**config.mk**
```make
export PLATFORM = sky130hd
export DESIGN_NAME = axis_pair_to_hat_angle
export DESIGN_NICKNAME = d
export VERILOG_FILES = /design/src/sv/ahat_pkg.sv /design/src/sv/ahat_dzone.sv /design/src/sv/ahat_cordic.sv /design/src/sv/axis_pair_to_hat_angle.sv
export SDC_FILE = /design/constraint.sdc
export NUM_CORES = 2
export LEC_CHECK = 0
export BUFFER_PORTS_ARGS = -buffer_cell sky130_fd_sc_hd__buf_2
export CAP_MARGIN = 40
export CORE_AREA = 2 2 290 292
export DETAILED_ROUTE_END_ITERATION = 10
export DIE_AREA = 0 0 292 294
export GPL_TIMING_DRIVEN = 0
export PLACE_DENSITY_LB_ADDON = 0.3
export SLEW_MARGIN = 10
export SYNTH_ARGS = -nofsm -noshare
export SYNTH_HDL_FRONTEND = slang
export SYNTH_SLANG_ARGS = --single-unit
```
**constraint.sdc**
```tcl
create_clock -name clk -period 7.44 [get_ports clk]
set_clock_uncertainty 0.2 [all_clocks]
set_input_delay 1.116 -clock clk [delete_from_list [all_inputs] [get_ports clk]]
set_output_delay 1.116 -clock clk [all_outputs]
set_load 0.02 [all_outputs]
```
**src/sv/ahat_pkg.sv**
```systemverilog
package ahat_pkg;

    // Rotation datapath: word width, digit width and digit count
    localparam int CW         = 48;
    localparam int DIGIT      = 8;
    localparam int NDIG       = CW / DIGIT;
    localparam int DIG_IDX_W  = $clog2(NDIG);
    localparam int BIT_IDX_W  = $clog2(CW);
    localparam int POS_W      = BIT_IDX_W + 1;
    localparam int STEP_IDX_W = 5;
    localparam int VEC_SCALE  = 30;

    // Angle units are 1e-12 degree
    localparam logic [CW-1:0] ANGLE_UNIT  = 48'd1000000000000;
    localparam logic [63:0]   DEG_PER_RAD = 64'd57295779513082;
    localparam int            QUOT_BITS   = 7;
    localparam int            QCNT_W      = $clog2(QUOT_BITS);
    localparam logic [CW-1:0] DIV_TOP     = ANGLE_UNIT << (QUOT_BITS - 1);
    localparam int            DEG_W       = 6;
    localparam int            MAX_PHI_DEG = 44;

    // Deadzone scaling: radius times 100, squared
    localparam int DZ_SCALE = 10000;

    // Hat composition
    localparam logic [15:0] HAT_CENTER = 16'hFFFF;
    localparam logic [15:0] HAT_SCALE  = 16'd100;
    localparam logic [6:0]  FA_45      = 7'd45;
    localparam logic [6:0]  FA_89      = 7'd89;
    localparam logic [6:0]  FA_90      = 7'd90;
    localparam logic [8:0]  ANG_90     = 9'd90;
    localparam logic [8:0]  ANG_180    = 9'd180;
    localparam logic [8:0]  ANG_360    = 9'd360;

    typedef struct packed {
        logic done;
        logic center;
    } dz_stat_t;

    typedef struct packed {
        logic             done;
        logic [DEG_W-1:0] deg;
    } cd_stat_t;

    // atan(2^-i) in 1e-12 degree
    function automatic logic [CW-1:0] atan_step(input logic [STEP_IDX_W-1:0] i);
        logic [63:0] tmp;
        tmp = '0;
        case (i)
            5'd0:    atan_step = 48'd45000000000000;
            5'd1:    atan_step = 48'd26565051177078;
            5'd2:    atan_step = 48'd14036243467926;
            5'd3:    atan_step = 48'd7125016348902;
            5'd4:    atan_step = 48'd3576334374997;
            5'd5:    atan_step = 48'd1789910608246;
            5'd6:    atan_step = 48'd895173710211;
            5'd7:    atan_step = 48'd447614170861;
            5'd8:    atan_step = 48'd223810500369;
            5'd9:    atan_step = 48'd111905677066;
            5'd10:   atan_step = 48'd55952891894;
            5'd11:   atan_step = 48'd27976452617;
            5'd12:   atan_step = 48'd13988227142;
            5'd13:   atan_step = 48'd6994113675;
            5'd14:   atan_step = 48'd3497056851;
            5'd15:   atan_step = 48'd1748528427;
            default:
            begin
                tmp = (DEG_PER_RAD + (64'd1 << (i - STEP_IDX_W'(1)))) >> i;
                atan_step = tmp[CW-1:0];
            end
        endcase
    endfunction

endpackage

```
**src/sv/ahat_dzone.sv**
```systemverilog
module ahat_dzone
    import ahat_pkg::*;
#(
    parameter int AXIS_BITS = 16
)
(
    input  logic                 clk,
    input  logic                 rst_n,
    input  logic                 start,
    input  logic [AXIS_BITS-1:0] ax,
    input  logic [AXIS_BITS-1:0] ay,
    input  logic [5:0]           half_dz,
    output dz_stat_t             stat
);

    localparam int AW   = 2 * AXIS_BITS + 16;
    localparam int MB   = AXIS_BITS + 6;
    localparam int CNTW = $clog2(MB);
    localparam logic [CNTW-1:0] CNT_LAST = CNTW'(MB - 1);

    localparam logic [1:0] PS_XX    = 2'd0;
    localparam logic [1:0] PS_YY    = 2'd1;
    localparam logic [1:0] PS_SCALE = 2'd2;
    localparam logic [1:0] PS_LIM   = 2'd3;

    logic            busy_reg, busy_next;
    logic [1:0]      pass_reg, pass_next;
    logic [CNTW-1:0] cnt_reg, cnt_next;
    logic            done_reg, done_next;
    logic            center_reg, center_next;
    logic [AW-1:0]   acc_reg, acc_next;
    logic [AW-1:0]   mc_reg, mc_next;
    logic [MB-1:0]   mr_reg, mr_next;
    logic [AW-1:0]   lhs_reg, lhs_next;
    logic [AXIS_BITS-1:0] ay_reg, ay_next;
    logic [MB-1:0]   hf_reg, hf_next;
    logic [AW-1:0]   acc_sum;

    assign acc_sum = mr_reg[0] ? acc_reg + mc_reg : acc_reg;

    always_comb
    begin
        busy_next   = busy_reg;
        pass_next   = pass_reg;
        cnt_next    = cnt_reg;
        done_next   = done_reg;
        center_next = center_reg;
        acc_next    = acc_reg;
        mc_next     = mc_reg;
        mr_next     = mr_reg;
        lhs_next    = lhs_reg;
        ay_next     = ay_reg;
        hf_next     = hf_reg;
        if (!busy_reg)
        begin
            if (start)
            begin
                busy_next = 1'b1;
                done_next = 1'b0;
                pass_next = PS_XX;
                cnt_next  = '0;
                acc_next  = '0;
                mc_next   = AW'(ax);
                mr_next   = MB'(ax);
                ay_next   = ay;
                // h * full scale = h * 2^AXIS_BITS - h
                hf_next   = {half_dz, {AXIS_BITS{1'b0}}} - MB'(half_dz);
            end
        end
        else
        begin
            acc_next = acc_sum;
            mc_next  = mc_reg << 1;
            mr_next  = mr_reg >> 1;
            cnt_next = cnt_reg + CNTW'(1);
            if (cnt_reg == CNT_LAST)
            begin
                cnt_next = '0;
                case (pass_reg)
                    PS_XX:
                    begin
                        pass_next = PS_YY;
                        mc_next   = AW'(ay_reg);
                        mr_next   = MB'(ay_reg);
                    end
                    PS_YY:
                    begin
                        pass_next = PS_SCALE;
                        mc_next   = acc_sum;
                        mr_next   = MB'(DZ_SCALE);
                        acc_next  = '0;
                    end
                    PS_SCALE:
                    begin
                        pass_next = PS_LIM;
                        lhs_next  = acc_sum;
                        mc_next   = AW'(hf_reg);
                        mr_next   = hf_reg;
                        acc_next  = '0;
                    end
                    PS_LIM:
                    begin
                        busy_next   = 1'b0;
                        done_next   = 1'b1;
                        center_next = lhs_reg < acc_sum;
                    end
                    default:
                    begin
                        busy_next = 1'b0;
                    end
                endcase
            end
        end
    end

    always_ff @(posedge clk or negedge rst_n)
    begin
        if (!rst_n)
        begin
            busy_reg <= 1'b0;
            pass_reg <= PS_XX;
            cnt_reg  <= '0;
            done_reg <= 1'b0;
        end
        else
        begin
            busy_reg <= busy_next;
            pass_reg <= pass_next;
            cnt_reg  <= cnt_next;
            done_reg <= done_next;
        end
    end

    always_ff @(posedge clk)
    begin
        center_reg <= center_next;
        acc_reg    <= acc_next;
        mc_reg     <= mc_next;
        mr_reg     <= mr_next;
        lhs_reg    <= lhs_next;
        ay_reg     <= ay_next;
        hf_reg     <= hf_next;
    end

    assign stat.done   = done_reg;
    assign stat.center = center_reg;

endmodule

```
**src/sv/ahat_cordic.sv**
```systemverilog
module ahat_cordic
    import ahat_pkg::*;
#(
    parameter int AXIS_BITS    = 16,
    parameter int CORDIC_STEPS = 24
)
(
    input  logic                 clk,
    input  logic                 rst_n,
    input  logic                 start,
    input  logic [AXIS_BITS-1:0] p,
    input  logic [AXIS_BITS-1:0] q,
    output cd_stat_t             stat
);

    localparam int ITW = $clog2(CORDIC_STEPS);
    localparam logic [ITW-1:0]       IT_LAST = ITW'(CORDIC_STEPS - 1);
    localparam logic [DIG_IDX_W-1:0] DK_LAST = DIG_IDX_W'(NDIG - 1);
    localparam logic [QCNT_W-1:0]    DC_LAST = QCNT_W'(QUOT_BITS - 1);

    localparam logic [1:0] PH_IDLE = 2'd0;
    localparam logic [1:0] PH_ROT  = 2'd1;
    localparam logic [1:0] PH_DIV  = 2'd2;

    logic [1:0]           phase_reg, phase_next;
    logic [ITW-1:0]       it_reg, it_next;
    logic [DIG_IDX_W-1:0] dk_reg, dk_next;
    logic [QCNT_W-1:0]    dc_reg, dc_next;
    logic                 done_reg, done_next;
    logic [CW-1:0]        vx_reg, vx_next;
    logic [CW-1:0]        vy_reg, vy_next;
    logic [CW-1:0]        z_reg, z_next;
    logic [CW-1:0]        dv_reg, dv_next;
    logic                 cx_reg, cx_next;
    logic                 cy_reg, cy_next;
    logic                 cz_reg, cz_next;
    logic                 dir_reg, dir_next;
    logic                 sx_reg, sx_next;
    logic [QUOT_BITS-1:0] q_reg, q_next;
    logic [DEG_W-1:0]     deg_reg, deg_next;

    logic                 dir;
    logic                 sx;
    logic [DIGIT-1:0]     dx_dig;
    logic [DIGIT-1:0]     dy_dig;
    logic [DIGIT-1:0]     ang_dig;
    logic [CW-1:0]        ang_word;
    logic [DIGIT:0]       sum_x;
    logic [DIGIT:0]       sum_y;
    logic [DIGIT:0]       sum_z;
    logic                 cin_x;
    logic                 cin_y;
    logic                 cin_z;
    logic [POS_W-1:0]     pos;
    logic [BIT_IDX_W-1:0] idx;
    logic [CW-1:0]        rem;
    logic [CW:0]          trial;
    logic                 ge;
    logic [QUOT_BITS-1:0] q_shift;

    // Digit slice of the shifted operands; bits past the top read as the sign
    always_comb
    begin
        pos = '0;
        idx = '0;
        dir = (dk_reg == '0) ? vy_reg[CW-1] : dir_reg;
        sx  = (dk_reg == '0) ? vx_reg[CW-1] : sx_reg;
        for (int j = 0; j < DIGIT; j++)
        begin
            pos = POS_W'(dk_reg) * POS_W'(DIGIT) + POS_W'(it_reg) + POS_W'(j);
            idx = BIT_IDX_W'(it_reg) + BIT_IDX_W'(j);
            if (pos < POS_W'(CW))
            begin
                dx_dig[j] = vy_reg[idx];
                dy_dig[j] = vx_reg[idx];
            end
            else
            begin
                dx_dig[j] = dir;
                dy_dig[j] = sx;
            end
        end
    end

    assign ang_word = atan_step(STEP_IDX_W'(it_reg));
    assign ang_dig  = ang_word[BIT_IDX_W'(dk_reg) * BIT_IDX_W'(DIGIT) +: DIGIT];

    // Subtract as add of the inverse with a carry in on the first digit
    assign cin_x = (dk_reg == '0) ? dir  : cx_reg;
    assign cin_y = (dk_reg == '0) ? ~dir : cy_reg;
    assign cin_z = (dk_reg == '0) ? dir  : cz_reg;

    assign sum_x = {1'b0, vx_reg[DIGIT-1:0]} + {1'b0, dx_dig ^ {DIGIT{dir}}}
                   + (DIGIT+1)'(cin_x);
    assign sum_y = {1'b0, vy_reg[DIGIT-1:0]} + {1'b0, dy_dig ^ {DIGIT{~dir}}}
                   + (DIGIT+1)'(cin_y);
    assign sum_z = {1'b0, z_reg[DIGIT-1:0]} + {1'b0, ang_dig ^ {DIGIT{dir}}}
                   + (DIGIT+1)'(cin_z);

    // Negative angle floors to zero degrees
    assign rem     = z_reg[CW-1] ? '0 : z_reg;
    assign trial   = {1'b0, rem} - {1'b0, dv_reg};
    assign ge      = ~trial[CW];
    assign q_shift = {q_reg[QUOT_BITS-2:0], ge};

    always_comb
    begin
        phase_next = phase_reg;
        it_next    = it_reg;
        dk_next    = dk_reg;
        dc_next    = dc_reg;
        done_next  = done_reg;
        vx_next    = vx_reg;
        vy_next    = vy_reg;
        z_next     = z_reg;
        dv_next    = dv_reg;
        cx_next    = cx_reg;
        cy_next    = cy_reg;
        cz_next    = cz_reg;
        dir_next   = dir_reg;
        sx_next    = sx_reg;
        q_next     = q_reg;
        deg_next   = deg_reg;
        case (phase_reg)
            PH_IDLE:
            begin
                if (start)
                begin
                    phase_next = PH_ROT;
                    done_next  = 1'b0;
                    it_next    = '0;
                    dk_next    = '0;
                    vx_next    = CW'(p) << VEC_SCALE;
                    vy_next    = CW'(q) << VEC_SCALE;
                    z_next     = '0;
                end
            end
            PH_ROT:
            begin
                vx_next  = {sum_x[DIGIT-1:0], vx_reg[CW-1:DIGIT]};
                vy_next  = {sum_y[DIGIT-1:0], vy_reg[CW-1:DIGIT]};
                z_next   = {sum_z[DIGIT-1:0], z_reg[CW-1:DIGIT]};
                cx_next  = sum_x[DIGIT];
                cy_next  = sum_y[DIGIT];
                cz_next  = sum_z[DIGIT];
                dir_next = dir;
                sx_next  = sx;
                if (dk_reg == DK_LAST)
                begin
                    dk_next = '0;
                    if (it_reg == IT_LAST)
                    begin
                        phase_next = PH_DIV;
                        dc_next    = '0;
                        dv_next    = DIV_TOP;
                    end
                    else
                    begin
                        it_next = it_reg + ITW'(1);
                    end
                end
                else
                begin
                    dk_next = dk_reg + DIG_IDX_W'(1);
                end
            end
            PH_DIV:
            begin
                z_next  = ge ? trial[CW-1:0] : rem;
                q_next  = q_shift;
                dv_next = dv_reg >> 1;
                if (dc_reg == DC_LAST)
                begin
                    phase_next = PH_IDLE;
                    done_next  = 1'b1;
                    // clamp to just under 45 degrees
                    if (q_shift > QUOT_BITS'(MAX_PHI_DEG))
                        deg_next = DEG_W'(MAX_PHI_DEG);
                    else
                        deg_next = q_shift[DEG_W-1:0];
                end
                else
                begin
                    dc_next = dc_reg + QCNT_W'(1);
                end
            end
            default:
            begin
                phase_next = PH_IDLE;
            end
        endcase
    end

    always_ff @(posedge clk or negedge rst_n)
    begin
        if (!rst_n)
        begin
            phase_reg <= PH_IDLE;
            it_reg    <= '0;
            dk_reg    <= '0;
            dc_reg    <= '0;
            done_reg  <= 1'b1;
        end
        else
        begin
            phase_reg <= phase_next;
            it_reg    <= it_next;
            dk_reg    <= dk_next;
            dc_reg    <= dc_next;
            done_reg  <= done_next;
        end
    end

    always_ff @(posedge clk)
    begin
        vx_reg  <= vx_next;
        vy_reg  <= vy_next;
        z_reg   <= z_next;
        dv_reg  <= dv_next;
        cx_reg  <= cx_next;
        cy_reg  <= cy_next;
        cz_reg  <= cz_next;
        dir_reg <= dir_next;
        sx_reg  <= sx_next;
        q_reg   <= q_next;
        deg_reg <= deg_next;
    end

    assign stat.done = done_reg;
    assign stat.deg  = deg_reg;

endmodule

```
**src/sv/axis_pair_to_hat_angle.sv**
```systemverilog
// Keeps the latest X and Y axis positions and turns the pair into a hat
// value after every axis update: 65535 inside the deadzone, else the
// whole-degree angle times 100, taken as atan2 plus 90 so that 0 lies at the
// negative Y end of travel.
// After acceptance a setup state starts both units; the rotation unit then
// runs CORDIC_STEPS steps, working through its 48-bit words eight bits per
// cycle, then extracts whole degrees by restoring division, and the result
// is then loaded into the output register. When the angle is exact (one axis
// centred or equal magnitudes) the rotation is skipped, and the serial
// deadzone multiplier alone sets when the result is ready.
// A new request is taken in the cycle after the result has moved to the
// output register, so no new request is taken while one is in progress.
// A result that waits on hat_ready holds the block. deadzone_size is written
// directly, with no handshake; only while the block is idle is the user to
// write it, as the block itself does not enforce this.
module axis_pair_to_hat_angle
    import ahat_pkg::*;
#(
    parameter int AXIS_BITS    = 16,
    parameter int CORDIC_STEPS = 24
)
(
    input  logic        clk,
    input  logic        rst_n,
    input  logic        item_valid,
    output logic        item_ready,
    input  logic        operation,
    input  logic [15:0] axis_value,
    output logic        hat_valid,
    input  logic        hat_ready,
    output logic [15:0] hat_value,
    input  logic        deadzone_we,
    input  logic [6:0]  deadzone_size
);

    localparam logic [AXIS_BITS:0] MID = (AXIS_BITS+1)'((2**AXIS_BITS - 1) / 2);

    localparam logic [1:0] S_IDLE = 2'd0;
    localparam logic [1:0] S_PREP = 2'd1;
    localparam logic [1:0] S_RUN  = 2'd2;

    localparam logic OP_X = 1'b0;

    localparam logic [1:0] QD_PP = 2'b00;
    localparam logic [1:0] QD_NP = 2'b10;
    localparam logic [1:0] QD_NN = 2'b11;
    localparam logic [1:0] QD_PN = 2'b01;

    logic [1:0]           state_reg, state_next;
    logic [AXIS_BITS-1:0] x_pos_reg, x_pos_next;
    logic [AXIS_BITS-1:0] y_pos_reg, y_pos_next;
    logic [6:0]           dz_reg, dz_next;
    logic                 out_valid_reg, out_valid_next;
    logic [15:0]          hat_reg, hat_next;
    logic                 xneg_reg, yneg_reg;
    logic                 ay0_reg, ax0_reg, eq_reg, ylt_reg;

    logic [AXIS_BITS:0]   xs, ys;
    logic                 xneg_c, yneg_c;
    logic [AXIS_BITS-1:0] ax_c, ay_c;
    logic                 ay0_c, ax0_c, eq_c, ylt_c;
    logic [AXIS_BITS-1:0] cd_p, cd_q;
    logic                 dz_start, cd_start;
    dz_stat_t             dz_stat;
    cd_stat_t             cd_stat;

    logic                 accept;
    logic                 out_free;
    logic                 exact;
    logic [6:0]           fa;
    logic [8:0]           theta;
    logic [8:0]           turn;
    logic [15:0]          hat_angle;
    logic [15:0]          hat_calc;

    // Recentre and split into quadrant and magnitudes
    assign xs     = {1'b0, x_pos_reg} - MID;
    assign ys     = {1'b0, y_pos_reg} - MID;
    assign xneg_c = xs[AXIS_BITS];
    assign yneg_c = ys[AXIS_BITS];
    assign ax_c   = xneg_c ? AXIS_BITS'(-xs) : xs[AXIS_BITS-1:0];
    assign ay_c   = yneg_c ? AXIS_BITS'(-ys) : ys[AXIS_BITS-1:0];
    assign ay0_c  = (ay_c == '0);
    assign ax0_c  = (ax_c == '0);
    assign eq_c   = (ax_c == ay_c);
    assign ylt_c  = (ay_c < ax_c);
    assign cd_p   = ylt_c ? ax_c : ay_c;
    assign cd_q   = ylt_c ? ay_c : ax_c;

    assign dz_start = (state_reg == S_PREP);
    assign cd_start = (state_reg == S_PREP) && !(ay0_c || ax0_c || eq_c);

    ahat_dzone #(
        .AXIS_BITS (AXIS_BITS)
    ) u_dzone (
        .clk     (clk),
        .rst_n   (rst_n),
        .start   (dz_start),
        .ax      (ax_c),
        .ay      (ay_c),
        .half_dz (dz_reg[6:1]),
        .stat    (dz_stat)
    );

    ahat_cordic #(
        .AXIS_BITS    (AXIS_BITS),
        .CORDIC_STEPS (CORDIC_STEPS)
    ) u_cordic (
        .clk   (clk),
        .rst_n (rst_n),
        .start (cd_start),
        .p     (cd_p),
        .q     (cd_q),
        .stat  (cd_stat)
    );

    // Compose the hat angle from quadrant and reference angle
    assign exact = ay0_reg || ax0_reg || eq_reg;

    always_comb
    begin
        if (ay0_reg)
            fa = '0;
        else if (ax0_reg)
            fa = FA_90;
        else if (eq_reg)
            fa = FA_45;
        else if (ylt_reg)
            fa = 7'(cd_stat.deg);
        else
            fa = FA_89 - 7'(cd_stat.deg);
    end

    always_comb
    begin
        case ({xneg_reg, yneg_reg})
            QD_PP:   theta = 9'(fa);
            QD_NP:   theta = ANG_180 - 9'(fa) - 9'(!exact);
            QD_NN:   theta = ANG_180 + 9'(fa);
            QD_PN:   theta = ANG_360 - 9'(fa) - 9'(!exact);
            default: theta = '0;
        endcase
        turn = theta + ANG_90;
        if (turn >= ANG_360)
            turn = turn - ANG_360;
    end

    assign hat_angle = 16'(16'(turn) * HAT_SCALE);
    assign hat_calc  = dz_stat.center ? HAT_CENTER : hat_angle;

    assign item_ready = (state_reg == S_IDLE);
    assign accept     = item_valid && item_ready;
    assign out_free   = !out_valid_reg || hat_ready;

    always_comb
    begin
        state_next     = state_reg;
        x_pos_next     = x_pos_reg;
        y_pos_next     = y_pos_reg;
        dz_next        = dz_reg;
        hat_next       = hat_reg;
        out_valid_next = out_valid_reg && !hat_ready;
        if (deadzone_we)
            dz_next = deadzone_size;
        case (state_reg)
            S_IDLE:
            begin
                if (accept)
                begin
                    if (operation == OP_X)
                        x_pos_next = axis_value[AXIS_BITS-1:0];
                    else
                        y_pos_next = axis_value[AXIS_BITS-1:0];
                    state_next = S_PREP;
                end
            end
            S_PREP:
            begin
                state_next = S_RUN;
            end
            S_RUN:
            begin
                // hold the result until the output register is free
                if (dz_stat.done && cd_stat.done && out_free)
                begin
                    hat_next       = hat_calc;
                    out_valid_next = 1'b1;
                    state_next     = S_IDLE;
                end
            end
            default:
            begin
                state_next = S_IDLE;
            end
        endcase
    end

    always_ff @(posedge clk or negedge rst_n)
    begin
        if (!rst_n)
        begin
            state_reg     <= S_IDLE;
            x_pos_reg     <= MID[AXIS_BITS-1:0];
            y_pos_reg     <= MID[AXIS_BITS-1:0];
            dz_reg        <= '0;
            out_valid_reg <= 1'b0;
        end
        else
        begin
            state_reg     <= state_next;
            x_pos_reg     <= x_pos_next;
            y_pos_reg     <= y_pos_next;
            dz_reg        <= dz_next;
            out_valid_reg <= out_valid_next;
        end
    end

    always_ff @(posedge clk)
    begin
        hat_reg <= hat_next;
        if (state_reg == S_PREP)
        begin
            xneg_reg <= xneg_c;
            yneg_reg <= yneg_c;
            ay0_reg  <= ay0_c;
            ax0_reg  <= ax0_c;
            eq_reg   <= eq_c;
            ylt_reg  <= ylt_c;
        end
    end

    assign hat_valid = out_valid_reg;
    assign hat_value = hat_reg;

endmodule

```
==> Implementation_results.wiki <==
{| class="wikitable"
! Metric !! Value
|-
| Result of the run || completed
|-
| Worst hold margin || 0.0819 ns
|-
| Cell type with the highest aggregate area in the netlist || sky130_fd_sc_hd__edfxtp_1
|-
| Post-Syn Instances || 4348
|-
| Max H-tree Level || 2
|-
| Detailed-placement wirelength estimate || between 100 and 150 mm
|-
| Number of global-route vias before repair || 35500
|-
| Final core utilization || 55.9%
|-
| Area occupied by registers || 14500 um^2
|-
| Total number of yosys warnings || 0
|-
| Worst max-slew margin expressed relative to the limit || 36.3%
|-
| Area fraction of the dominant cell type after synthesis || between 30% and 40%
|-
| Buf+Inv Stages, Crit Path || 7
|-
| Average wire per standard cell || 25.7 um
|-
| Path category of the worst min-delay check || input port to asynchronous set/reset pin
|-
| Layout Area Growth over Synthesis || 12.6%
|-
| Critical path's top delay family || compound AO/OA/AOI/OAI gates
|-
| Height of the die || 294 um
|-
| Power per standard cell area || between 100 and 150 nW/um^2
|-
| Final Hold Viols || 0
|-
| Pins over their slew limit || 0
|-
| Metal3 WL || between 10 and 15 mm
|-
| DRT antenna net count || 0
|-
| Number of buffers on the longest clock path || 3
|-
| Maximum number of pins on one net before global-route repair || between 70 and 80
|-
| Finish-stage setup viols || 0
|-
| Count of hold-fix buffers inserted at cts || 0
|-
| Number of maximum-capacitance constraint violations || 0
|-
| Routability-driven placement congestion ratio || approximately 1.1
|-
| Post-synthesis share of cell area spent on xor and xnor gates || 4.87%
|-
| Area of the multi-input gates || 25300 um^2
|-
| Non-filler cells in the finished layout || roughly 5700
|-
| Post-synthesis adder-cell area fraction || approximately 8.7%
|-
| Seq/Total Area, Yosys || a little over a third
|-
| Arrival time of the worst setup path || 7.48 ns
|-
| Area fraction in compound gates after synthesis || approximately a fifth
|-
| Proportion of synthesized area in mux cells || 11.5%
|-
| Top achievable clock speed || 136 MHz
|-
| Final worst path period need || 7.34 ns
|-
| Maximum fanout encountered on the critical timing path || 10
|-
| Least-Margin Pin Slew || 0.956 ns
|-
| Combinational family with the most area after synthesis || compound AO/OA/AOI/OAI gates
|-
| Synthesized area per cell || around 9.5 um^2
|-
| Nature of the critical path endpoint || register
|-
| Routed vias/inst || 6.58
|-
| Number of distinct library cells after synthesis || 103
|-
| I/O pins || 47
|-
| Via Count || 37300
|-
| Worst setup path category || register to register
|-
| Die footprint || roughly 86000 um^2
|-
| Horizontal die dimension || 292 um
|-
| Post-placement cell count || 5511
|-
| Most used cell, CP || sky130_fd_sc_hd__nor2_1
|-
| Post-DP Area || 43200 um^2
|-
| Post-synthesis sequential element count || a little under 500
|-
| Cell at the slowest stage of the critical path || sky130_fd_sc_hd__mux4_2
|-
| CORE AREA || roughly 83000 um^2
|-
| Maximum single-stage delay on the critical path || 0.57 ns
|-
| Nets || between 4000 and 5000
|-
| First-pass GRT wire length || 219 mm
|-
| TritonCTS clock tree || done
|-
| Proportion of register bits with asynchronous set or reset after synthesis || 13.0%
|-
| Synth Area in Simple Gates || 15.7%
|-
| Commonest register cell after synthesis || sky130_fd_sc_hd__edfxtp_1
|-
| Routed wire length on met2 || roughly 64 mm
|-
| Top area cells in the synthesized netlist || sky130_fd_sc_hd__edfxtp_1 (31%), sky130_fd_sc_hd__ha_1 (8.1%), sky130_fd_sc_hd__mux4_2 (7.1%)
|-
| EDFF count, synth || 428
|-
| Total nets after synthesis || 4656
|-
| Standard-cell row count || 106
|-
| Residual overflow from global routing || 0
|-
| Required time worst endpoint || 7.57 ns
|-
| Area of the mapped netlist || 41100 um^2
|-
| Total wire length || between 100 and 150 mm
|-
| Highest metal layer used by the detailed router || met4
|-
| Max IR drop VDD || 207 uV
|-
| Clk Tree Root Cell || sky130_fd_sc_hd__clkbuf_16
|-
| Antenna violations before repair || 2
|-
| Clock Sinks || 492
|-
| Drt initial violations || 4414
|-
| Post-route clock period utilization || 98.7%
|-
| Fin area || between 40000 and 50000 um^2
|-
| Number of buffers created by CTS || 57
|-
| I/O Buffers || 44
|-
| Remaining design rule violation count || 0
|-
| Number of fillers in the final layout || 7425
|-
| Clock network latency to the later pin of the worst-skew pair || approximately 0.67 ns
|-
| Wire length on met1 || 60.4 mm
|-
| Starting density of the core || between 40% and 50%
|-
| Detailed-routing iteration count for the pre-antenna-repair pass || 10
|-
| Overall Global Routing Usage || 33.1%
|-
| Fraction of final layout cells with drive strength greater than 1 || 14.1%
|-
| Static leakage power || roughly 17 nW
|-
| CTS clk-pin slew, worst paths || 0.06 ns
|-
| Total Power || approximately 6.0 mW
|-
| Category of the worst setup path launch point || register
|}
[worst reg2reg max path: cells and delay by family (launching register included)]
family | cells | cell delay (ns)
DFF | 1 | 0.47
xor gates and xnor gates | 1 | 0.19
and+or+nand+nor | 6 | 0.92
buffers and inverters | 7 | 1.25
AOI/OAI and AO/OA | 9 | 1.85
muxes | 2 | 0.84
adders and majority gates | 4 | 1.33
[worst paths after layout]
| kind | end | cells after the start | slack, ns | startpoint |
|---|---|---|---|---|
| min reg2reg | u_cordic.q_reg[1] | 0 | 0.25 | u_cordic.q_reg[0] |
| max reg2reg | u_cordic.cz_reg | 29 | 0.1 | u_cordic.it_reg[0] |
| max | u_cordic.cz_reg | 29 | 0.1 | u_cordic.it_reg[0] |
| min | state_reg[0] | 1 | 0.08 | rst_n |
| max in group asynchronous | u_cordic.done_reg | 2 | 6.28 | rst_n |
| min in group clk | u_cordic.q_reg[1] | 0 | 0.25 | u_cordic.q_reg[0] |
[cells by family (layout without fill, tap and decap cells)]
family                   count (synthesis)  after routing
flip-flops                             492            492
buffers and inverters                  496            730
AO/OA/AOI/OAI                         1224           1224
XOR/XNOR                               227            227
adder cells (fa/ha/maj)                279            279
other                                    0              2
AND/OR/NAND/NOR                       1325           1325
multiplexers                           305            305
[per-layer routing]
metal  global-route usage [%]  vias to the layer above
met2                     51.4                     2106
met5                        0                        -
met4                     14.1                        0
met1                     45.5                    18100
li1                         -                    16600
met3                     6.14                      440
[cells in the final DEF, fill, tap and decap left out, types with 129 or more instances in the layout]
cell and n:
sky130_fd_sc_hd__edfxtp_1 428, sky130_fd_sc_hd__nand2_1 369, sky130_fd_sc_hd__nor2_1 346, sky130_fd_sc_hd__o21ai_0 319, sky130_fd_sc_hd__a21oi_1 265, sky130_fd_sc_hd__ha_1 255
sky130_fd_sc_hd__inv_1 203, sky130_fd_sc_hd__clkbuf_1 180, sky130_fd_sc_hd__xnor2_1 136, sky130_fd_sc_hd__mux4_2 129
[power breakdown]
part           total, mW  leakage [nW]  internal (mW)  switching (mW)
combinational     0.0439          12.2         0.0143          0.0295
sequential          2.97          4.16           2.97         0.00419
clock               2.98         0.951           1.70            1.28
total               6.00          17.3           4.68            1.32
[layout make-up]
type,instances,area share (%)
Inverter,214,1.78
Clock inverter,45,1.13
Tap cell,1080,2.92
Antenna cell,2,0.0108
Timing Repair Buffer,132,2.33
Multi-Input combinational cell,3360,54.5
Sequential cell,492,31.3
Clock buffer,62,3.12
Buffer,277,2.90
[Yosys cell counts (108+ instances only)]
master / n
sky130_fd_sc_hd__mux2i_1: 117
sky130_fd_sc_hd__nand2_1: 370
sky130_fd_sc_hd__ha_1: 266
sky130_fd_sc_hd__xnor2_1: 143
sky130_fd_sc_hd__a21oi_1: 272
sky130_fd_sc_hd__edfxtp_1: 428
sky130_fd_sc_hd__a21o_1: 113
sky130_fd_sc_hd__inv_1: 207
sky130_fd_sc_hd__nor2_1: 350
sky130_fd_sc_hd__mux4_2: 129
sky130_fd_sc_hd__clkbuf_1: 207
sky130_fd_sc_hd__o21ai_0: 327
sky130_fd_sc_hd__nor2b_1: 108
[timing repair]
item / CTS / global route
resized for setup: 123 / 89
pin swaps: 12 / 25
endpoints found under the hold margin: 0 / 0
setup buffers: 18 / 31
endpoints found under the setup margin: 24 / 9
[stage by stage]
| step | setup slack [ns] | TNS [ns] |
|---|---|---|
| 2_1_floorplan | 0.0433 | 0 |
| 4_1_cts | 0.00276 | 0 |
| 3_5_place_dp | -3.13 | -34.50 |
| 6_report | 0.0989 | 0 |
| 5_1_grt | -0.0935 | -0.0935 |
| 3_3_place_gp | -3.15 | -147.93 |
(Power assumes the default switching activity.)
